$ cat src/pmq_pkg.sv
// Package of the pulse meter block: payload types, job codes and constants.
// Used by every module of the block; depends on nothing.
`timescale 1ns / 1ps

package pmq_pkg;

  // Width of the pulse counts.
  localparam int COUNT_WIDTH = 32;

  // Field and register widths.
  localparam int TEMP_W     = 12;
  localparam int DIV_W      = 16;
  localparam int CFG_IDX_W  = 1;
  localparam int BIN_W      = 32;
  localparam int DIGITS     = 10;
  localparam int BCD_W      = 4 * DIGITS;
  localparam int DIG_W      = $clog2(DIGITS + 1);

  // Reply queue between front and back.
  localparam int QDEPTH     = 2;
  localparam int QPTR_W     = $clog2(QDEPTH);

  // Register indexes.
  localparam logic [CFG_IDX_W-1:0] REG_WATER_DIV = 1'd0;
  localparam logic [CFG_IDX_W-1:0] REG_ELEC_DIV  = 1'd1;

  // Reset values of the dividers.
  localparam logic [DIV_W-1:0] WATER_DIV_RST = 16'd1;
  localparam logic [DIV_W-1:0] ELEC_DIV_RST  = 16'd640;

  // Input actions.
  localparam logic [1:0] ACT_WATER   = 2'd0;
  localparam logic [1:0] ACT_ELEC    = 2'd1;
  localparam logic [1:0] ACT_TIMEOUT = 2'd2;
  localparam logic [1:0] ACT_BYTE    = 2'd3;

  // Characters.
  localparam logic [7:0] CHAR_CR    = 8'h0D;
  localparam logic [7:0] CHAR_LF    = 8'h0A;
  localparam logic [7:0] CMD_WATER  = 8'h61;
  localparam logic [7:0] CMD_ELEC   = 8'h62;
  localparam logic [7:0] CMD_TEMP   = 8'h63;
  localparam logic [7:0] CMD_CLR_W  = 8'h64;
  localparam logic [7:0] CMD_CLR_E  = 8'h65;

  // Reply kinds.
  localparam logic [1:0] K_DEC = 2'd0;
  localparam logic [1:0] K_OK  = 2'd1;
  localparam logic [1:0] K_UNK = 2'd2;

  // Lengths of the text replies, without the closing carriage return.
  localparam logic [DIG_W-1:0] TXT_OK_LEN  = DIG_W'(2);
  localparam logic [DIG_W-1:0] TXT_UNK_LEN = DIG_W'(7);

  typedef struct packed {
    logic [1:0]               action;
    logic [7:0]               rx_byte;
    logic                     rx_error;
    logic signed [TEMP_W-1:0] temperature;
  } in_item_t;

  typedef struct packed {
    logic [7:0] tx_char;
    logic       last;
  } out_item_t;

  // One reply to produce.
  typedef struct packed {
    logic [1:0]       kind;
    logic [BIN_W-1:0] value;
  } job_t;

  typedef struct packed {
    logic full;
    logic empty;
  } q_stat_t;

endpackage

$ cat src/pmq_queue.sv
// Short reply queue between the command front end and the reply engine.
// Depends on pmq_pkg.
`timescale 1ns / 1ps

module pmq_queue import pmq_pkg::*; (
  input  logic    clk,
  input  logic    rst_n,
  input  logic    push,
  input  job_t    push_data,
  input  logic    pop,
  output job_t    head,
  output q_stat_t q_stat
);

  job_t              q_mem_r [QDEPTH];
  logic [QPTR_W-1:0] wr_ptr_r, wr_ptr_nxt;
  logic [QPTR_W-1:0] rd_ptr_r, rd_ptr_nxt;
  logic [QPTR_W:0]   cnt_r, cnt_nxt;
  logic              do_push, do_pop;

  // Status and head of the queue.
  assign q_stat.full  = (cnt_r == (QPTR_W + 1)'(QDEPTH));
  assign q_stat.empty = (cnt_r == '0);
  assign head         = q_mem_r[rd_ptr_r];

  assign do_push = push && !q_stat.full;
  assign do_pop  = pop && !q_stat.empty;

  // Pointer and fill count update.
  always_comb begin
    wr_ptr_nxt = do_push ? wr_ptr_r + QPTR_W'(1) : wr_ptr_r;
    rd_ptr_nxt = do_pop ? rd_ptr_r + QPTR_W'(1) : rd_ptr_r;
    cnt_nxt    = cnt_r;
    if (do_push && !do_pop) begin
      cnt_nxt = cnt_r + (QPTR_W + 1)'(1);
    end else if (do_pop && !do_push) begin
      cnt_nxt = cnt_r - (QPTR_W + 1)'(1);
    end
  end

  always_ff @(posedge clk) begin
    if (!rst_n) begin
      wr_ptr_r <= '0;
      rd_ptr_r <= '0;
      cnt_r    <= '0;
    end else begin
      wr_ptr_r <= wr_ptr_nxt;
      rd_ptr_r <= rd_ptr_nxt;
      cnt_r    <= cnt_nxt;
    end
  end

  // Entry storage needs no reset.
  always_ff @(posedge clk) begin
    if (do_push) begin
      q_mem_r[wr_ptr_r] <= push_data;
    end
  end

endmodule

$ cat src/pmq_front.sv
// Front end: accepts input beats, runs the prescalers, the debounce flag and
// the command register, and queues one reply job per carriage return.
// Depends on pmq_pkg.
`timescale 1ns / 1ps

module pmq_front import pmq_pkg::*; (
  input  logic                 clk,
  input  logic                 rst_n,
  input  logic                 in_valid,
  output logic                 in_stall,
  input  in_item_t             in_data,
  input  logic                 cfg_we,
  input  logic [CFG_IDX_W-1:0] cfg_index,
  input  logic [DIV_W-1:0]     cfg_data,
  input  q_stat_t              q_stat,
  output logic                 push,
  output job_t                 push_data
);

  logic [DIV_W-1:0]       wdiv_r, wdiv_nxt;
  logic [DIV_W-1:0]       ediv_r, ediv_nxt;
  logic [COUNT_WIDTH-1:0] wc_r, wc_nxt;
  logic [COUNT_WIDTH-1:0] ec_r, ec_nxt;
  logic [DIV_W-1:0]       wt_r, wt_nxt;
  logic [DIV_W-1:0]       et_r, et_nxt;
  logic [7:0]             pend_r, pend_nxt;
  logic                   busy_r, busy_nxt;
  logic                   accept;
  logic [DIV_W-1:0]       wt_inc, et_inc;
  logic [BIN_W-1:0]       temp_ext;

  // Input stalls only while both reply slots are taken.
  assign in_stall = q_stat.full;
  assign accept   = in_valid && !q_stat.full;

  assign wt_inc   = wt_r + DIV_W'(1);
  assign et_inc   = et_r + DIV_W'(1);
  assign temp_ext = {{(BIN_W - TEMP_W){in_data.temperature[TEMP_W-1]}}, in_data.temperature};

  // A carriage return without error queues a reply.
  assign push = accept && (in_data.action == ACT_BYTE) && !in_data.rx_error &&
                (in_data.rx_byte == CHAR_CR);

  // Reply job from the pending command, counts taken at this beat.
  always_comb begin
    push_data.kind  = K_UNK;
    push_data.value = '0;
    case (pend_r) inside
      CMD_WATER: begin
        push_data.kind  = K_DEC;
        push_data.value = BIN_W'(wc_r);
      end
      CMD_ELEC: begin
        push_data.kind  = K_DEC;
        push_data.value = BIN_W'(ec_r);
      end
      CMD_TEMP: begin
        push_data.kind  = K_DEC;
        push_data.value = temp_ext;
      end
      CMD_CLR_W, CMD_CLR_E: begin
        push_data.kind = K_OK;
      end
      default: begin
        push_data.kind = K_UNK;
      end
    endcase
  end

  // Next state of counters, dividers and command register.
  always_comb begin
    wdiv_nxt = wdiv_r;
    ediv_nxt = ediv_r;
    wc_nxt   = wc_r;
    ec_nxt   = ec_r;
    wt_nxt   = wt_r;
    et_nxt   = et_r;
    pend_nxt = pend_r;
    busy_nxt = busy_r;

    if (cfg_we) begin
      if (cfg_index == REG_WATER_DIV) begin
        wdiv_nxt = cfg_data;
      end else if (cfg_index == REG_ELEC_DIV) begin
        ediv_nxt = cfg_data;
      end
    end

    if (accept) begin
      case (in_data.action)
        ACT_WATER: begin
          // Debounced: one pulse per timeout.
          if (!busy_r) begin
            busy_nxt = 1'b1;
            if (wt_inc >= wdiv_r) begin
              wt_nxt = '0;
              wc_nxt = wc_r + COUNT_WIDTH'(1);
            end else begin
              wt_nxt = wt_inc;
            end
          end
        end
        ACT_ELEC: begin
          if (et_inc >= ediv_r) begin
            et_nxt = '0;
            ec_nxt = ec_r + COUNT_WIDTH'(1);
          end else begin
            et_nxt = et_inc;
          end
        end
        ACT_TIMEOUT: begin
          busy_nxt = 1'b0;
        end
        default: begin
          if (!in_data.rx_error) begin
            if (in_data.rx_byte == CHAR_CR) begin
              // Clear commands act here; their reply is just the text.
              if (pend_r == CMD_CLR_W) begin
                wc_nxt = '0;
              end else if (pend_r == CMD_CLR_E) begin
                ec_nxt = '0;
              end
            end else if (in_data.rx_byte != CHAR_LF) begin
              pend_nxt = in_data.rx_byte;
            end
          end
        end
      endcase
    end
  end

  always_ff @(posedge clk) begin
    if (!rst_n) begin
      wdiv_r <= WATER_DIV_RST;
      ediv_r <= ELEC_DIV_RST;
      wc_r   <= '0;
      ec_r   <= '0;
      wt_r   <= '0;
      et_r   <= '0;
      pend_r <= '0;
      busy_r <= 1'b0;
    end else begin
      wdiv_r <= wdiv_nxt;
      ediv_r <= ediv_nxt;
      wc_r   <= wc_nxt;
      ec_r   <= ec_nxt;
      wt_r   <= wt_nxt;
      et_r   <= et_nxt;
      pend_r <= pend_nxt;
      busy_r <= busy_nxt;
    end
  end

endmodule

$ cat src/pmq_back.sv
// Reply engine: takes jobs from the queue, converts numbers to decimal by
// shift-and-add-3 one bit per cycle, and sends characters through an output
// register. Depends on pmq_pkg.
`timescale 1ns / 1ps

module pmq_back import pmq_pkg::*; (
  input  logic      clk,
  input  logic      rst_n,
  input  q_stat_t   q_stat,
  input  job_t      head,
  output logic      pop,
  output logic      out_valid,
  input  logic      out_stall,
  output out_item_t out_data
);

  localparam int CNT_W = $clog2(BIN_W);

  localparam logic [2:0] B_IDLE = 3'd0;
  localparam logic [2:0] B_CONV = 3'd1;
  localparam logic [2:0] B_TRIM = 3'd2;
  localparam logic [2:0] B_EMIT = 3'd3;
  localparam logic [2:0] B_END  = 3'd4;

  logic [2:0]       state_r, state_nxt;
  logic [1:0]       kind_r, kind_nxt;
  logic [BIN_W-1:0] bin_r, bin_nxt;
  logic [BCD_W-1:0] bcd_r, bcd_nxt;
  logic [CNT_W-1:0] cnt_r, cnt_nxt;
  logic [DIG_W-1:0] dig_r, dig_nxt;
  logic [2:0]       idx_r, idx_nxt;
  logic             out_valid_r, out_valid_nxt;
  out_item_t        out_data_r, out_data_nxt;
  logic             slot_free;
  logic [3:0]       top_digit;
  logic [BCD_W-1:0] bcd_adj;

  // Add 3 to every decimal digit of five or more before the shift.
  function automatic logic [BCD_W-1:0] dabble_adj(input logic [BCD_W-1:0] v);
    logic [BCD_W-1:0] r;
    r = v;
    for (int i = 0; i < DIGITS; i++) begin
      if (v[4*i +: 4] >= 4'd5) begin
        r[4*i +: 4] = v[4*i +: 4] + 4'd3;
      end
    end
    return r;
  endfunction

  // Characters of the text replies.
  function automatic logic [7:0] text_char(input logic [1:0] kind, input logic [2:0] idx);
    logic [7:0] c;
    c = 8'h3F;
    if (kind == K_OK) begin
      c = (idx == 3'd0) ? 8'h4F : 8'h4B;
    end else begin
      case (idx)
        3'd0:    c = 8'h75;
        3'd1:    c = 8'h6E;
        3'd2:    c = 8'h6B;
        3'd3:    c = 8'h6E;
        3'd4:    c = 8'h6F;
        3'd5:    c = 8'h77;
        3'd6:    c = 8'h6E;
        default: c = 8'h3F;
      endcase
    end
    return c;
  endfunction

  assign slot_free = !out_valid_r || !out_stall;
  assign top_digit = bcd_r[BCD_W-1 -: 4];
  assign bcd_adj   = dabble_adj(bcd_r);
  assign out_valid = out_valid_r;
  assign out_data  = out_data_r;

  // Sequencer for conversion and character output.
  always_comb begin
    state_nxt     = state_r;
    kind_nxt      = kind_r;
    bin_nxt       = bin_r;
    bcd_nxt       = bcd_r;
    cnt_nxt       = cnt_r;
    dig_nxt       = dig_r;
    idx_nxt       = idx_r;
    out_valid_nxt = out_valid_r && out_stall;
    out_data_nxt  = out_data_r;
    pop           = 1'b0;

    unique case (state_r)
      B_IDLE: begin
        if (!q_stat.empty) begin
          pop      = 1'b1;
          kind_nxt = head.kind;
          idx_nxt  = '0;
          if (head.kind == K_DEC) begin
            bin_nxt   = head.value;
            bcd_nxt   = '0;
            cnt_nxt   = CNT_W'(BIN_W - 1);
            state_nxt = B_CONV;
          end else begin
            dig_nxt   = (head.kind == K_OK) ? TXT_OK_LEN : TXT_UNK_LEN;
            state_nxt = B_EMIT;
          end
        end
      end
      B_CONV: begin
        bcd_nxt = {bcd_adj[BCD_W-2:0], bin_r[BIN_W-1]};
        bin_nxt = {bin_r[BIN_W-2:0], 1'b0};
        cnt_nxt = cnt_r - CNT_W'(1);
        if (cnt_r == '0) begin
          dig_nxt   = DIG_W'(DIGITS);
          state_nxt = B_TRIM;
        end
      end
      B_TRIM: begin
        // Drop leading zeros, keeping at least one digit.
        if ((top_digit == 4'd0) && (dig_r > DIG_W'(1))) begin
          bcd_nxt = {bcd_r[BCD_W-5:0], 4'd0};
          dig_nxt = dig_r - DIG_W'(1);
        end else begin
          state_nxt = B_EMIT;
        end
      end
      B_EMIT: begin
        if (slot_free) begin
          out_valid_nxt        = 1'b1;
          out_data_nxt.tx_char = (kind_r == K_DEC) ? {4'h3, top_digit} :
                                 text_char(kind_r, idx_r);
          out_data_nxt.last    = 1'b0;
          bcd_nxt              = {bcd_r[BCD_W-5:0], 4'd0};
          dig_nxt              = dig_r - DIG_W'(1);
          idx_nxt              = idx_r + 3'd1;
          if (dig_r == DIG_W'(1)) begin
            state_nxt = B_END;
          end
        end
      end
      B_END: begin
        if (slot_free) begin
          out_valid_nxt        = 1'b1;
          out_data_nxt.tx_char = CHAR_CR;
          out_data_nxt.last    = 1'b1;
          state_nxt            = B_IDLE;
        end
      end
      default: begin
        state_nxt = B_IDLE;
      end
    endcase
  end

  always_ff @(posedge clk) begin
    if (!rst_n) begin
      state_r     <= B_IDLE;
      kind_r      <= K_DEC;
      cnt_r       <= '0;
      dig_r       <= '0;
      idx_r       <= '0;
      out_valid_r <= 1'b0;
    end else begin
      state_r     <= state_nxt;
      kind_r      <= kind_nxt;
      cnt_r       <= cnt_nxt;
      dig_r       <= dig_nxt;
      idx_r       <= idx_nxt;
      out_valid_r <= out_valid_nxt;
    end
  end

  // Datapath registers need no reset.
  always_ff @(posedge clk) begin
    bin_r      <= bin_nxt;
    bcd_r      <= bcd_nxt;
    out_data_r <= out_data_nxt;
  end

endmodule

$ cat src/pulse_meter_counter_with_query.sv
// Channel  | Dir | Handshake          | Beat
// in_      | in  | in_valid/in_stall  | in_item_t: action, rx_byte, rx_error, temperature
// out_     | out | out_valid/out_stall| out_item_t: tx_char, last
// cfg_     | in  | cfg_we             | cfg_index selects divider, cfg_data is the value
//
// Pulses, timeouts and ordinary bytes are handled by the front end as each beat is accepted.
// A decimal reply is dequeued, converted bit by bit in the shift-and-add-3 loop,
// stripped of leading zeros, then sent one character per cycle while out_stall allows.
// Text replies are dequeued and then sent one character per cycle while out_stall allows.
// in_stall rises only while two replies wait in the queue; out_stall holds the
// output register. Reset is synchronous; no clearing pass is needed.
//
// Top level of the pulse meter block; depends on pmq_pkg, pmq_front,
// pmq_queue and pmq_back.
`timescale 1ns / 1ps

module pulse_meter_counter_with_query import pmq_pkg::*; (
  input  logic                 clk,
  input  logic                 rst_n,
  input  logic                 in_valid,
  output logic                 in_stall,
  input  in_item_t             in_data,
  output logic                 out_valid,
  input  logic                 out_stall,
  output out_item_t            out_data,
  input  logic                 cfg_we,
  input  logic [CFG_IDX_W-1:0] cfg_index,
  input  logic [DIV_W-1:0]     cfg_data
);

  q_stat_t q_stat;
  job_t    push_data;
  job_t    head;
  logic    push;
  logic    pop;

  // Command front end.
  pmq_front u_front (
    .clk       (clk),
    .rst_n     (rst_n),
    .in_valid  (in_valid),
    .in_stall  (in_stall),
    .in_data   (in_data),
    .cfg_we    (cfg_we),
    .cfg_index (cfg_index),
    .cfg_data  (cfg_data),
    .q_stat    (q_stat),
    .push      (push),
    .push_data (push_data)
  );

  // Reply job queue.
  pmq_queue u_queue (
    .clk       (clk),
    .rst_n     (rst_n),
    .push      (push),
    .push_data (push_data),
    .pop       (pop),
    .head      (head),
    .q_stat    (q_stat)
  );

  // Reply engine.
  pmq_back u_back (
    .clk       (clk),
    .rst_n     (rst_n),
    .q_stat    (q_stat),
    .head      (head),
    .pop       (pop),
    .out_valid (out_valid),
    .out_stall (out_stall),
    .out_data  (out_data)
  );

endmodule

$ cat config.mk
export PLATFORM = sky130hd
export DESIGN_NAME = pulse_meter_counter_with_query
export DESIGN_NICKNAME = d
export VERILOG_FILES = /design/src/pmq_pkg.sv /design/src/pmq_queue.sv /design/src/pmq_front.sv /design/src/pmq_back.sv /design/src/pulse_meter_counter_with_query.sv
export SDC_FILE = /design/constraint.sdc
export NUM_CORES = 1
export LEC_CHECK = 0
export BUFFER_PORTS_ARGS = -buffer_cell sky130_fd_sc_hd__buf_4
export CAP_MARGIN = 20
export CORE_MARGIN = 1
export CORE_UTILIZATION = 40
export CTS_CLUSTER_SIZE = 16
export DETAILED_ROUTE_END_ITERATION = 6
export HOLD_SLACK_MARGIN = 0.08
export SLEW_MARGIN = 20
export SYNTH_ARGS = -nofsm -noshare
export SYNTH_HDL_FRONTEND = slang
export SYNTH_HIERARCHICAL = 1
export SYNTH_SLANG_ARGS = --single-unit
$ cat constraint.sdc
create_clock -name clk -period 6.3 [get_ports clk]
set_clock_uncertainty 0.05 [all_clocks]
set_input_delay 0.63 -clock clk [delete_from_list [all_inputs] [get_ports clk]]
set_output_delay 0.63 -clock clk [all_outputs]
set_load 0.03 [all_outputs]
==> impl_metrics.yaml, run 1 <==
routing:
  dr.first_iter.drc_count: 1075
  wl_um: 40300
  vias_per_cell: 5.55
  dr.pass1.iters: 6
  wl_per_cell_um: 17.1
  ant_nets: 0
  drc: 0
  routed-via-count: 13116
global_routing:
  grt_max_degree: 50
  grt_use_total_pct: 19.4
  grt_pass1_vias: 12783
  antenna_found_initial: 1
  grt_first_pass_wirelength_um: 66000
  grt-ovfl-total: 0
sta:
  fin_crit_sh_pct: 75.0
  max_freq_ghz: 0.212
  timing.hold.ws_ns: 0.292
  tightest_slew_ns: 0.989
  rsz0062_at_grt: "no"
  hold_violations: 0
  period_needed_ns: 4.72
  relSlewSlack_pct: 34.0
  tns_ns: 0
  drv_slew: 0
  setup_viol: 0
clock_network:
  cts_resized: 0
  cts_tree: "done"
  worstSkewPairLatency_ns: 0.53
  cts_hold_buf: 0
  clockBufferDepth: 3
  clkTransAtPathRegs_ns: 0.06
  cts_buffers: 38
  cts_sinks: 308
  cts-root-buf: "clkbuf_16"
  post_cts.repair.setup_buffers: 0
  cts_max_level: 2
worst_setup_path:
  crit_end: "u_front/wc_r[6]"
  reg2regPathDepth: 11
  rr_endpoint: "u_front/wc_r[6]"
  startpoint: "u_front/wt_r[2]"
  cp_max_fo: 22
  worstPathArrival_ns: 5.13
  timing.rr.start: "u_front/wt_r[2]"
  end_kind: "flip-flop"
  start_kind: "flip-flop"
  required_ns: 6.70
  ff2ff_setup_slack_ns: 1.58
  crit_type: "reg2reg"
synth:
  synth.net_count: 1905
  synth_cell_types: 78
  yosys-top-cells-count: "nand2_1, dfxtp_1, edfxtp_1"
  syn_area_per_cell_um2: 9.16
  synth_most_common_cell: "nand2_1"
  syn_inst: 1792
  yosysSeqAreaShare_pct: 46.6
  yosysTopAreaCellShare_pct: 27.1
  synth_ff_type: "dfxtp_1"
  synth_edf_count: 148
  netlist_top_cells_area: "edfxtp_1, dfxtp_1, nand2_1"
  synth_top_area_cell: "edfxtp_1"
  yosysWarnings: 6
  synth-seq-cells: 308
  synthArstFlopShare_pct: 0
  synth_area_mm2: 0.0164
floorplan:
  coreArea_mm2: 0.0401
  start_util_pct: 40.9
  die_area_mm2: 0.0419
  pin_count: 56
  core.rowCount: 73
  chipHeight_um: 205
  die_x_um: 205
final_layout:
  area_growth_pct: 12.9
  drive_gt1_share_pct: 11.5
  fin_util_pct: 46.2
  stdcell_area_mm2: 0.0185
  fin_nets: 1921
run:
  drv_cap: 0
placed_design:
  port_buffers: 54
  place_area_mm2: 0.0173
  place.gp.congestion: 0.848
  hpwlAfterDp_um: 27600
pwr:
  p_per_area_mw_per_mm2: 306
  leakagePower_nw: 6.52
  vdd_drop_max_mv: 0.186
run_status:
  status: "finished clean"
hold_path:
  holdCritPathClass: "in2reg"
==> worst max-delay path: stages, from the launching register on <==
cell and delay (ns):
dfxtp_1 0.40, nand3_1 0.20, nor3_1 0.72, nand4_1 0.21
xnor2_1 0.19, ha_1 0.30, nand4_1 0.15, or3_1 0.41
or4_1 0.61, and3_1 0.49, nor3_1 0.70, a32o_1 0.23
==> layout by cell type (no fill, tap or decap), types with 7 or more instances in the layout <==
master and n:
nand2_1 334, dfxtp_1 160, edfxtp_1 148, a21oi_1 136
inv_1 84, buf_4 78, nor2_1 78, o21ai_0 74
ha_1 68, nand3_1 65, nor3_1 39, clkbuf_16 38
mux2i_1 38, mux2_2 38, nand2b_1 35, xnor2_1 34
nand4_1 32, and3_1 19, o22ai_1 17, nor3b_1 17
or4_1 16, or3_1 15, xor2_1 14, nor2b_1 13
o32ai_1 13, nor4_1 13, and4_1 12, o221a_2 12
o31ai_1 12, a211oi_1 11, a32o_1 11, clkbuf_8 9
clkbuf_1 9, a22o_1 9, a31oi_1 9, o21a_1 8
and2_1 7, nand3b_1 7
==> metrics by stage <==
step	std cells	setup WS, ns	total power (W)
3_5_place_dp	2293	1.66	0.00354
6_report	2362	1.58	0.00567
2_1_floorplan	1792	1.76	0.00325
5_1_grt	2361	1.18	0.00597
4_1_cts	2361	1.61	0.00574
3_3_place_gp	2293	1.76	0.00350
==> kinds of logic (layout without fill, tap and decap cells) <==
group / count (synthesis) / count (layout) / synth area share [%]
buffers and inverters: 189 / 233 / 4.52
muxes: 76 / 76 / 4.92
other: 1 / 2 / 0.0228
adders and majority gates: 68 / 68 / 5.18
AOI/OAI and AO/OA: 373 / 373 / 14.7
and+or+nand+nor: 729 / 729 / 21.5
xor gates and xnor gates: 48 / 48 / 2.56
DFF: 308 / 308 / 46.6
==> how the worst min path moves through the flow <==
| stage | startpoint | end | slack [ns] | cells past startpoint |
|---|---|---|---|---|
| floorplan | u_front/pend_r[7] | u_front/pend_r[7] | 0.38 | 2 |
| global placement | u_front/pend_r[7] | u_front/pend_r[7] | 0.39 | 2 |
| detailed placement | u_front/ediv_r[6] | u_front/ediv_r[6] | 0.40 | 2 |
| CTS | cfg_data[7] | u_front/ediv_r[7] | 0.27 | 3 |
| global route | cfg_data[7] | u_front/ediv_r[7] | 0.30 | 3 |
| finish | cfg_data[7] | u_front/ediv_r[7] | 0.29 | 3 |
==> flip-flops by register name (all words and copies together), names as in the netlist, 16 cells and up, named ones only <==
name,cells
u_front/ec_r,32
u_back/bcd_r,40
u_queue/q_mem_r,68
u_front/wt_r,16
u_front/wdiv_r,16
u_front/et_r,16
u_back/bin_r,32
u_front/ediv_r,16
u_front/wc_r,32
==> layout make-up <==
class / instances / area [um2]
clock buffers: 56 / 1110
fillers: 3771 / 21600
inverters: 87 / 327
multi-input cells: 1295 / 8060
well taps: 525 / 657
clock inverters: 12 / 154
flip-flops and latches: 308 / 7650
diodes: 1 / 2.50
repair buffers: 78 / 586
==> power breakdown <==
| group | total (W) | internal (W) | leakage (nW) | switching (W) |
|---|---|---|---|---|
| registers | 0.00246 | 0.00234 | 2.50 | 0.000127 |
| clock network | 0.00218 | 0.00134 | 0.616 | 0.000839 |
| logic | 0.00102 | 0.000377 | 3.41 | 0.000645 |
| total | 0.00567 | 0.00406 | 6.52 | 0.00161 |
==> layer usage <==
layer	GRT usage (%)	wire, um	up-vias
met5	0	0	-
met4	6.61	1120	0
met3	3.21	2070	73
met2	32.9	19200	284
met1	25.0	17900	6267
li1	-	-	6492
Note: power is estimated with default switching activity, not from simulation.
==> run 2: changes to the inputs <==
ABC_AREA = 1   (was not set)
clock period = 4.1 ns   (was 6.3 ns; I/O delays follow)
==> run 2 against run 1 <==
Synthesized area grew 6.1%; utilization shrank 0.62 points; worst setup slack lost 0.79 ns; via count grew 12%; clock power grew 58%; sequential power grew 67%; critical path type unchanged; maximum frequency grew 43%; power grew 73%; wire length grew 6.7%; combinational power grew 120%; register-to-register slack lost 0.79 ns.
==> impl_metrics.yaml, run 2 <==
run_status:
  status: "finished clean"
floorplan:
  coreArea_mm2: 0.0430
  pin_count: 56
  chipHeight_um: 211
  core.rowCount: 76
  die_x_um: 211
  start_util_pct: 40.5
  die_area_mm2: 0.0444
final_layout:
  largest-register: "u_queue/q_mem_r"
  drive_gt1_share_pct: 9.04
  finalNonFillerCells: 2929
  area_growth_pct: 12.5
  most-common-layout-cells: "nand2_1, nor2_1, inv_1"
  top_regs: "u_queue/q_mem_r x68, u_back/bcd_r x40"
  fill_cells: 4257
  antennaDiodeCount: 0
  final_common_cell: "nand2_1"
  largest_reg_flops: 68
  fin_nets: 2429
  stdcell_area_mm2: 0.0196
global_routing:
  grt_first_pass_wirelength_um: 70100
  gr-max-usage-layer: "met2"
  met1_usage_pct: 24.7
  grt_use_total_pct: 19.5
  grt-ovfl-total: 0
  grt_max_degree: 77
  grt_pass1_vias: 13960
  use_met3_pct: 2.41
  antenna_found_initial: 1
  grt_use_met2_pct: 33.7
sta:
  rsz0062_at_grt: "no"
  drv_slew: 0
  tightest_slew_ns: 0.816
  max_freq_ghz: 0.302
  relSlewSlack_pct: 45.4
  period_needed_ns: 3.31
  hold_violations: 0
  fin_crit_sh_pct: 80.7
  setup_viol: 0
  tns_ns: 0
placed_design:
  place.gp.congestion: 0.920
  port_buffers: 54
  place_area_mm2: 0.0182
  placed_cells: 2856
  hpwlAfterDp_um: 30500
synth:
  syn_area_per_cell_um2: 7.64
  synthArstFlopShare_pct: 0
  synth_area_mm2: 0.0174
  yosysSeqAreaShare_pct: 43.9
  synth_top_area_cell: "edfxtp_1"
  synth_most_common_cell: "nand2_1"
  yosysWarnings: 6
  synth-seq-cells: 308
  synth_edf_count: 148
  netlist_top_cells_area: "edfxtp_1, dfxtp_1, nand2_1"
  synth.net_count: 2393
  synth_cell_types: 52
  yosysTopAreaCellShare_pct: 25.5
  syn_inst: 2280
  synth_ff_type: "dfxtp_1"
  yosys-top-cells-count: "nand2_1, nor2_1, inv_1"
worst_setup_path:
  crit_end: "u_front/wc_r[1]"
  reg2regPathDepth: 17
  start_kind: "flip-flop"
  end_kind: "flip-flop"
  rr_endpoint: "u_front/wc_r[1]"
  worstPathArrival_ns: 3.69
  crit_type: "reg2reg"
  timing.rr.start: "u_front/wt_r[0]"
  cp_max_fo: 27
  startpoint: "u_front/wt_r[0]"
  required_ns: 4.48
  ff2ff_setup_slack_ns: 0.79
clock_network:
  clkTransAtPathRegs_ns: 0.06
  cts-root-buf: "clkbuf_16"
  clockBufferDepth: 3
  cts_buffers: 37
  cts_max_level: 2
  post_cts.repair.setup_buffers: 0
  worstSkewPairLatency_ns: 0.55
  cts_sinks: 308
  cts_tree: "done"
routing:
  vias_per_cell: 5.00
  ant_nets: 0
  dr.pass1.iters: 5
  dr.first_iter.drc_count: 1011
  drc: 0
  wl_per_cell_um: 14.7
  routed-via-count: 14645
  wl_um: 43000
pwr:
  vdd_drop_max_mv: 0.306
  p_per_area_mw_per_mm2: 501
  leakagePower_nw: 7.64
hold_path:
  holdCritPathClass: "in2reg"
  min_path_cells: 3
run:
  drv_cap: 0
run 2: cell types whose count changed after synthesis, sizes merged, moves of 24 or more:
cell	before	now
nand2b	35	0
o211ai	5	35
inv	86	255
nor2	80	324
nand3	65	148
xnor2	34	10
mux2i	38	0
o21ai	77	148
nand2	335	605
clkbuf	77	42
run 2: where the power goes:
part / internal (W) / total, W / switching [W]
clock: 0.00213 / 0.00344 / 0.00131
combinational: 0.000739 / 0.00229 / 0.00155
sequential: 0.00383 / 0.00410 / 0.000275
run 2: layout make-up:
cell class | instances | area, um2 | share of cell area [%]
multi-input combinational | 1635 | 8340 | 42.6
sequential | 308 | 7650 | 39.0
clock inverter | 14 | 154 | 0.785
inverter | 257 | 973 | 4.97
clock buffer | 53 | 1140 | 5.82
timing repair buffer | 77 | 611 | 3.11
tap | 585 | 732 | 3.73
run 2: how the worst min path moves through the flow:
stage	startpoint	slack [ns]	to
global placement	u_front/pend_r[6]	0.39	u_front/pend_r[6]
floorplan	u_front/pend_r[7]	0.37	u_front/pend_r[7]
finish	cfg_data[13]	0.11	u_front/wdiv_r[13]
global route	cfg_data[15]	0.11	u_front/wdiv_r[15]
CTS	cfg_data[13]	0.08	u_front/wdiv_r[13]
detailed placement	u_front/pend_r[7]	0.39	u_front/pend_r[7]
run 2: repair_timing:
action                    in CTS  in global routing
hold endpoints to repair       4                  0
hold buffers                   5                  0
resized for setup              0                  0
run 2: critical path, stage by stage, from the launching register on:
cell and delay (ns):
dfxtp_1 0.38, ha_1 0.20, nand3_1 0.13, nor3_1 0.21, nand2_1 0.16, nor2_1 0.14, xor2_1 0.21, ha_1 0.27
nand2_1 0.08, o21bai_1 0.12, a21oi_1 0.08, nor2_1 0.14, nand3_1 0.11, buf_4 0.26, nand2_4 0.29, inv_4 0.17
nor2_1 0.12, nor2_1 0.05
run 2: metrics by stage:
step	total power, W	utilization (%)	hold slack (ns)	worst slack (ns)
6_report	0.00982	45.6	0.115	0.791
3_5_place_dp	0.00643	42.4	0.387	0.829
3_3_place_gp	0.00634	42.4	0.386	0.939
4_1_cts	0.00994	45.5	0.0841	0.812
2_1_floorplan	0.00583	-	0.374	0.725
5_1_grt	0.0104	45.6	0.107	0.438
run 2: metal layers:
metal / vias to the layer above / share of wire (%)
li1: 7535 / -
met1: 6776 / 45
met2: 254 / 48
met3: 78 / 3.9
met4: 2 / 3.3
met5: - / 0.028
run 2: kinds of logic after synthesis:
family	Yosys count	share of synthesized area [%]
flops	308	43.9
buf+inv	337	8.30
simple gates	1134	26.7
xor+xnor	41	2.06
fa+ha+maj	68	4.88
other cells	1	0.0215
mux	34	2.84
compound gates	357	11.3
